==> src/assert_macros.svh <==
// ----------------------------------------------------------------------------
// Assertion macros
// Shared concurrent assertion wrappers, clocked and disabled during reset.
// ----------------------------------------------------------------------------
`ifndef ASSERT_MACROS_SVH
`define ASSERT_MACROS_SVH

// The property must hold at every clock edge outside reset.
`define ASSERT_ALWAYS(lbl, clk, rst_n, prop, msg) \
  lbl: assert property (@(posedge clk) disable iff (!rst_n) (prop)) else $error(msg);

// When the antecedent holds, the consequent must hold at the next clock edge.
`define ASSERT_NEXT(lbl, clk, rst_n, ante, cons, msg) \
  lbl: assert property (@(posedge clk) disable iff (!rst_n) (ante) |=> (cons)) else $error(msg);

`endif

==> src/fcst_pkg.sv <==
// ----------------------------------------------------------------------------
// fcst_pkg
// Types, constants and tables shared by the corner segment test block.
// ----------------------------------------------------------------------------
package fcst_pkg;

  // Default parameter values.
  localparam int MaxWidthDef  = 1024;
  localparam int RunLengthDef = 12;

  // Fixed geometry of the test.
  localparam int Radius   = 3;
  localparam int Win      = 2 * Radius + 1;
  localparam int Lines    = 2 * Radius;
  localparam int RingN    = 16;
  localparam int Edge     = Radius + 1;
  localparam int MaxHeight = 4096;

  // Field widths.
  localparam int PixW     = 8;
  localparam int RowW     = 12;
  localparam int OutColW  = 10;
  localparam int DimW     = 13;
  localparam int CfgDataW = 13;
  localparam int CfgIdxW  = 2;
  localparam int FwW      = 11;
  localparam int FhW      = 13;

  // Register reset values.
  localparam logic [PixW-1:0] ThresholdRst = PixW'(20);
  localparam logic [FwW-1:0]  FrameWidthRst = FwW'(640);
  localparam logic [FhW-1:0]  FrameHeightRst = FhW'(480);

  // Configuration register indexes.
  typedef enum logic [CfgIdxW-1:0] {
    CFG_THRESHOLD    = 2'd0,
    CFG_FRAME_WIDTH  = 2'd1,
    CFG_FRAME_HEIGHT = 2'd2
  } cfg_index_e;

  // Ring offsets (row, column) around the center, in circular order.
  localparam int RingDy [RingN] = '{-3, -3, -2, -1, 0, 1, 2, 3, 3, 3, 2, 1, 0, -1, -2, -3};
  localparam int RingDx [RingN] = '{0, 1, 2, 3, 3, 3, 2, 1, 0, -1, -2, -3, -3, -3, -2, -1};

endpackage

==> src/fcst_segment_test.sv <==
// ----------------------------------------------------------------------------
// fcst_segment_test
// Compares the sixteen ring pixels with the center and looks for a long run.
// ----------------------------------------------------------------------------
module fcst_segment_test
  import fcst_pkg::*;
#(
  parameter int RUN_LENGTH = RunLengthDef
) (
  input  logic [PixW-1:0]            center_i,
  input  logic [RingN-1:0][PixW-1:0] ring_i,
  input  logic [PixW-1:0]            threshold_i,
  output logic                       corner_o
);

  logic [RingN-1:0]   diff;
  logic [2*RingN-1:0] diff2;
  logic [RingN-1:0]   run_ok;

  // Absolute difference of each ring pixel against the threshold.
  always_comb begin
    for (int i = 0; i < RingN; i++) begin
      if (ring_i[i] > center_i) begin
        diff[i] = (ring_i[i] - center_i) >= threshold_i;
      end else begin
        diff[i] = (center_i - ring_i[i]) >= threshold_i;
      end
    end
  end

  // The ring is circular: a run may start at any of the sixteen positions.
  assign diff2 = {diff, diff};

  always_comb begin
    for (int s = 0; s < RingN; s++) begin
      run_ok[s] = &diff2[s +: RUN_LENGTH];
    end
  end

  assign corner_o = |run_ok;

endmodule

==> src/fcst_window.sv <==
// ----------------------------------------------------------------------------
// fcst_window
// The 7x7 pixel window, shifted one column per pixel, and its corner test.
// ----------------------------------------------------------------------------
module fcst_window
  import fcst_pkg::*;
#(
  parameter int RUN_LENGTH = RunLengthDef
) (
  input  logic                     clk_i,
  input  logic                     rst_ni,
  input  logic                     shift_en_i,
  input  logic [Win-1:0][PixW-1:0] col_i,
  input  logic [PixW-1:0]          threshold_i,
  output logic                     corner_o
);

  logic [PixW-1:0] win_q [Win][Win];
  logic [RingN-1:0][PixW-1:0] ring;

  // Every row moves left by one and takes its new pixel on the right.
  always_ff @(posedge clk_i or negedge rst_ni) begin
    if (!rst_ni) begin
      for (int y = 0; y < Win; y++) begin
        for (int x = 0; x < Win; x++) begin
          win_q[y][x] <= '0;
        end
      end
    end else if (shift_en_i) begin
      for (int y = 0; y < Win; y++) begin
        for (int x = 0; x < Win - 1; x++) begin
          win_q[y][x] <= win_q[y][x+1];
        end
        win_q[y][Win-1] <= col_i[y];
      end
    end
  end

  // Gather the ring pixels in circular order.
  always_comb begin
    for (int i = 0; i < RingN; i++) begin
      ring[i] = win_q[Radius + RingDy[i]][Radius + RingDx[i]];
    end
  end

  fcst_segment_test #(
    .RUN_LENGTH(RUN_LENGTH)
  ) u_segment_test (
    .center_i   (win_q[Radius][Radius]),
    .ring_i     (ring),
    .threshold_i(threshold_i),
    .corner_o   (corner_o)
  );

endmodule

==> config.mk <==
export PLATFORM = sky130hd
export DESIGN_NAME = fcst_window
export DESIGN_NICKNAME = d
export VERILOG_FILES = /design/src/assert_macros.svh /design/src/fcst_pkg.sv /design/src/fcst_segment_test.sv /design/src/fcst_window.sv
export SDC_FILE = /design/constraint.sdc
export NUM_CORES = 1
export LEC_CHECK = 0
export ABC_AREA = 1
export BUFFER_PORTS_ARGS = -buffer_cell sky130_fd_sc_hd__buf_2
export CAP_MARGIN = 20
export CORE_UTILIZATION = 60
export CTS_BUF_LIST = sky130_fd_sc_hd__clkbuf_8
export CTS_CLUSTER_SIZE = 24
export DETAILED_ROUTE_END_ITERATION = 10
export MAX_ROUTING_LAYER = met4
export PLACE_DENSITY = 0.9
export RECOVER_POWER = 25
export SLEW_MARGIN = 20
export SYNTH_ARGS = -nofsm -noshare
export SYNTH_HDL_FRONTEND = slang
export SYNTH_SLANG_ARGS = --single-unit
==> constraint.sdc <==
create_clock -name clk_i -period 5.22 [get_ports clk_i]
set_clock_uncertainty 0.2 [all_clocks]
set_input_delay 0.783 -clock clk_i [delete_from_list [all_inputs] [get_ports clk_i]]
set_output_delay 0.783 -clock clk_i [all_outputs]
set_load 0.05 [all_outputs]
==> results.yml, run 1 <==
run_status:
  status: "complete, but fails checks"
  violations: "capacitance limit, slew limit, setup timing"
global_route:
  gr-total-overflow: 0
  grt_pass1_wl_um: 117000
  antenna_found_initial: 0
  grt_max_degree: 162
  grt_pass1_vias: 23800
  grtUsageTotal_pct: 30.3
worst_setup_path:
  crit_fanout: 8
  arrival_ps: 4400
  crit_type: "flip-flop to primary output"
  critPathCaptureType: "primary output"
  cp-start-kind: "flip-flop"
  cp.required_ps: 4240
clocking:
  cts_tree: "yes"
  clockRootBuffer: "clkbuf_8"
  clock_latency_ps: 700
  clock_sinks: 344
  numCtsBuffers: 59
  ctsLongestPathBuffers: 3
  clkTransAtPathRegs_ps: 60
  h-tree-depth: 2
route:
  drc_errors: 0
  wirelength_um: 73000
  viasPerCell: 5.51
  wire_per_inst_um: 16.5
  first_iter_violations: 1858
  dr_total_vias: 24400
  ant_nets: 0
  firstDrtPassIters: 6
final_layout:
  nets: 4350
  stdcell_count: 4427
  nFillCells: 3674
  mostFrequentLayoutCells: "779 x nand2_1, 507 x inv_1, 464 x ha_1"
  drive_gt1_share_pct: 12.2
  layout_commonest_cell: "nand2_1"
  syn_to_final_growth_pct: 10.1
  final_core_util_pct: 66.8
hold_path:
  hold_path_class: "input pin to flip-flop"
place:
  place_inst: 4285
  portBuffers: 67
  place_ws_ps: 410
  routabilityCongestion: 0.941
  place_hpwl_um: 48800
sta:
  setup_slack_ps: -160
  hold_viol_final: 0
  tns_ps: -160
  worstMarginPinSlew_ps: 3080
  min_period_ps: 5380
  fmax_mhz: 186
  slew_headroom_pct: -105
  fin_crit_sh_pct: 103
  maxSlewViolCount: 265
  setup-violations-final: 1
  rsz0062_at_grt: "true"
synthesis:
  synth_fa_ha_area_share_pct: 23.0
  synth_area_um2: 28900
  yosys.area_share.simple_pct: 18.3
  synth_cell_types: 43
  async_flop_share_pct: 100
  synth_top_family_by_area: "adder cells"
  synth_nets: 4280
  seq_area_frac_synth_pct: 29.8
  synth.avg_cell_area_um2: 7.81
  synth_top_area_share_pct: 29.8
  synth_largest_area_cell: "dfrtp_1"
  synth_compound_area_share_pct: 12.7
  synthFlopType: "dfrtp_1"
  synth_edf_count: 0
  synth_xor_area_share_pct: 5.79
  ys.warnings.count: 0
  synth_mux_area_share_pct: 0.740
  syn-instance-count: 3701
  ys_ff_latch: 344
  synth.area.top_cells: "dfrtp_1 30%, ha_1 21%, nand2_1 10%"
power:
  peakVddDrop_mv: 0.281
  power_density_nw_per_um2: 413
  finalPower_mw: 13.1
  p_leak_nw: 16.8
die:
  core_area_um2: 47600
  start_util_pct: 60.7
  die-width_um: 221
  die-area_um2: 49000
  rows: 80
  io_pins: 68
  die_h_um: 221
run:
  maxCapViolCount: 2
## registers in the layout (all words and copies together) (netlist names)
register and count:
win_q 216, ring 128
## path summary, 6_finish.rpt
path	start	to	slack [ps]	cells past startpoint
setup / recovery	win_q[192]	corner_o	-160	26
max in group asynchronous	rst_ni	win_q[193]	1690	2
setup reg to reg	win_q[196]	win_q[196]	3660	4
min in group asynchronous	rst_ni	win_q[269]	1250	2
hold / removal	col_i[20]	ring[28]	100	3
hold reg to reg	win_q[187]	win_q[195]	280	2
## Yosys cell counts, types with 10 or more instances
| cell | number |
|---|---|
| buf_6 | 16 |
| mux2_2 | 19 |
| o21a_1 | 22 |
| inv_1 | 502 |
| dfrtp_1 | 344 |
| a31oi_1 | 11 |
| ha_1 | 480 |
| buf_2 | 26 |
| nand2_4 | 10 |
| buf_4 | 38 |
| fa_1 | 32 |
| nand2_1 | 798 |
| clkbuf_1 | 62 |
| xnor2_1 | 37 |
| nand3_1 | 59 |
| nor2_1 | 324 |
| xor2_1 | 154 |
| inv_2 | 15 |
| nand4_1 | 11 |
| o21bai_1 | 25 |
| nor2_2 | 10 |
| nand2_2 | 43 |
| o21ai_0 | 275 |
| a21oi_1 | 323 |
## logic make-up (layout without fill, tap and decap cells)
group | count (synthesis) | in the layout
and+or+nand+nor | 1287 | 1287
AOI/OAI and AO/OA | 684 | 684
buffers and inverters | 664 | 774
adders and majority gates | 512 | 512
DFF | 344 | 344
xor gates and xnor gates | 191 | 191
muxes | 19 | 19
other | 0 | 1
## worst max-delay path: stages (launching register included)
cell     delay, ps
dfrtp_1        390
inv_2          100
buf_12         160
ha_4           170
inv_2           50
fa_2           360
a221o_1        370
a21oi_2        140
nor2_1          70
nor2_1         140
xor2_1         160
inv_1          100
ha_4           160
nand2_1         60
inv_1           60
nor2_2         130
o21a_1         170
nand2_1         60
nand2_1         80
nand2_2         80
nand2_2        100
nand2_1         60
nand4_1         80
nand2_1         50
nor2_1         130
nand2_2        100
buf_8          160
## final cells by class
type	count	area, µm²	share of cell area (%)
Antenna cell	1	2.50	0.00786
Multi-Input combinational cell	2693	17900	56.4
Tap cell	615	769	2.42
Clock inverter	30	313	0.983
Timing Repair Buffer	155	1260	3.96
Clock buffer	71	977	3.07
Inverter	518	1950	6.14
Sequential cell	344	8610	27.1
## power breakdown
part | switching [mW] | total (mW) | internal, mW
Combinational | 4.37 | 7.20 | 2.83
Sequential | 0.216 | 3.23 | 3.01
Clock | 1.17 | 2.70 | 1.53
Total | 5.75 | 13.1 | 7.37
## per-stage QoR
stage | area [µm²] | hold slack (ps)
CTS | 31300 | 61.6
global placement | 29700 | 259
floorplan | 28900 | 246
finish | 31800 | 96.3
detailed placement | 29700 | 267
global route | 31800 | 93.9
## metal layers
metal	GRT usage (%)	vias up	wire length [µm]
li1	-	11900	-
met1	37.5	11400	30600
met2	49.0	817	34000
met3	4.70	262	4970
met4	13.5	0	3430
met5	-	-	0
## timing repair
action | CTS | global route
endpoints found under the setup margin | 1 | 1
setup buffers | 21 | 18
hold buffers | 1 | 0
resized for setup | 57 | 104
pin swaps | 27 | 87
endpoints found under the hold margin | 103 | 0
Note: power is estimated with default switching activity, not from simulation.
==> run 2: changes to the inputs <==
CORE_ASPECT_RATIO = 0.8   (was unset)
CORE_UTILIZATION = 61   (was 60)
PLACE_DENSITY = 0.88   (was 0.9)
RECOVER_POWER = unset   (was 25)
clock period = 6.6 ns   (was 5.22 ns; I/O delays follow)
==> run 2 against run 1 <==
  * The flow now finishes without violations
  * Die area decreased by 1.6%
  * Wire length fell by 2.8%
  * Sequential power shrank 21%
  * Via count down 2.4%
  * Core utilization decreased by 0.38 points
  * First-iteration DRC count rose by 12%
  * Flip-flop and latch count is the same
  * Worst setup slack improved by 640 ps
  * Combinational power decreased by 26%
  * Critical path type unchanged
==> results.yml, run 2 (same netlist as run 1, synthesis figures left out) <==
run_status:
  status: "finished, final reports clean"
worst_setup_path:
  crit_cells: 24
  cp_slowest_cell: "fa_1"
  crit_chain: "inv_1 -> buf_4 -> ha_1 -> inv_1 -> fa_1 -> a221o_1 -> a21oi_1 -> nor2_1 -> nor2_1 -> xor2_1 -> ha_1 -> nand2_1 -> o21ai_0 -> a21oi_1 -> nand2_1 -> nand2_1 -> nor2_2 -> nand2_2 -> nor2_1 -> nand2_1 -> nand2_1 -> inv_1 -> nand2_1 -> buf_2"
  crit_fanout: 11
  reg2reg_depth: 3
  crit_path_frequent_cell: "nand2_1"
  cp-start-kind: "flip-flop"
  crit_type: "flip-flop to primary output"
  critPathCaptureType: "primary output"
  path_buf_inv: 5
  cp.required_ps: 5410
  slowest_delay_ps: 400
  cp_top_family: "simple AND/OR/NAND/NOR gates"
  arrival_ps: 4930
clocking:
  cts_hold_buf: 0
  clock_latency_ps: 680
  numCtsBuffers: 56
  h-tree-depth: 2
  clock_sinks: 344
  ctsResizeCount: 0
  clockRootBuffer: "clkbuf_8"
  cts_setup_buffers: 0
  clkTransAtPathRegs_ps: 70
  cts_tree: "yes"
  ctsLongestPathBuffers: 3
place:
  routabilityCongestion: 0.956
  place_hpwl_um: 49500
  place_inst: 4268
  portBuffers: 67
  place_ws_ps: 1240
sta:
  tns_ps: 0
  min_period_ps: 6120
  holdWs_ps: 54.4
  rsz0062_at_grt: "false"
  maxSlewViolCount: 0
  worstMarginPinSlew_ps: 1060
  hold_viol_final: 0
  setup_slack_ps: 478
  slew_headroom_pct: 29.1
  setup-violations-final: 0
  fmax_mhz: 163
  fin_crit_sh_pct: 92.8
route:
  firstDrtPassIters: 8
  dr_total_vias: 23800
  viasPerCell: 5.45
  ant_nets: 0
  drc_errors: 0
  wirelength_um: 71000
  wire_per_inst_um: 16.3
  first_iter_violations: 2083
power:
  switching_share_pct: 44.2
  p_int_mw: 5.54
  seqPwrFrac_pct: 25.7
  power_switching_mw: 4.38
  p_leak_nw: 16.4
  clkPwrFrac_pct: 20.7
  peakVddDrop_mv: 0.223
  power_density_nw_per_um2: 323
  finalPower_mw: 9.92
  power_frac_comb_pct: 53.6
die:
  die-area_um2: 48300
  io_pins: 68
  core_area_um2: 46200
  die_h_um: 197
  start_util_pct: 62.5
  die-width_um: 245
  rows: 70
final_layout:
  nets: 4293
  drive_gt1_share_pct: 8.33
  regMostFlops: "win_q"
  mostFrequentLayoutCells: "798 x nand2_1, 515 x inv_1, 480 x ha_1"
  antenna_cells: 0
  layout_commonest_cell: "nand2_1"
  syn_to_final_growth_pct: 6.25
  stdcell_count: 4368
  largest_reg_flops: 216
global_route:
  use_met3_pct: 4.87
  use_met1_pct: 41.6
  grtUsageTotal_pct: 31.0
  grt_most_used_layer: "met2"
  grt_pass1_wl_um: 115000
  grt_use_met2_pct: 47.1
  gr-total-overflow: 0
  antenna_found_initial: 0
  grt_max_degree: 197
  grt_pass1_vias: 22700
hold_path:
  hold_path_class: "input pin to asynchronous set/reset pin"
run:
  maxCapViolCount: 0
[run 2: cell types whose count changed in the layout (fill, tap and decap cells not counted), moves of 16 or more]
| cell | change |
|---|---|
| nand2_1 | +19 |
| a21oi_1 | +18 |
| buf_4 | -32 |
| ha_1 | +16 |
| o21ai_1 | -19 |
| a21oi_2 | -18 |
| o21ai_0 | +24 |
[run 2: worst reg2reg max path, cell delays in order, from the launching register on]
cell	delay (ps)
dfrtp_1	370
inv_1	710
buf_4	310
o21ai_0	90
[run 2: power by group through the flow]
stage / Sequential, mW / Combinational [mW] / Clock, mW
after detailed placement: 2.58 / 5.20 / 0
after global placement: 2.57 / 5.01 / 0
final: 2.55 / 5.32 / 2.05
after CTS: 2.55 / 5.26 / 2.08
after floorplan: 2.55 / 4.07 / 0
after global routing: 2.58 / 6.04 / 2.18
[run 2: worst paths after layout]
kind,from,end,slack (ps)
worst max-delay path,win_q[192],corner_o,480
worst min-delay path,rst_ni,win_q[241],50
worst max register to register,win_q[198],win_q[198],4770
worst min register to register,win_q[283],ring[19],280
max in group asynchronous,rst_ni,win_q[95],4790
min in group clk_i,win_q[283],ring[19],280
[run 2: per-stage QoR]
step                      utilization, %  cell area [µm²]
after floorplan                        -            28900
after global placement              63.8            29500
after detailed placement            63.8            29500
after CTS                           66.4            30700
after global routing                66.4            30700
final                               66.4            30700
[run 2: routing by layer]
metal / vias to the layer above / part of all wire (%)
li1: 11800 / -
met1: 11000 / 45
met2: 753 / 44
met3: 175 / 7.2
met4: 0 / 3.4
met5: - / 0
[run 2: final cells by class]
class / instances / area [µm²]
tap: 612 / 766
inverter: 518 / 1950
clock inverter: 33 / 302
multi-input combinational: 2693 / 17500
timing repair buffer: 101 / 661
sequential: 344 / 8610
fill: 3785 / 15500
clock buffer: 67 / 922
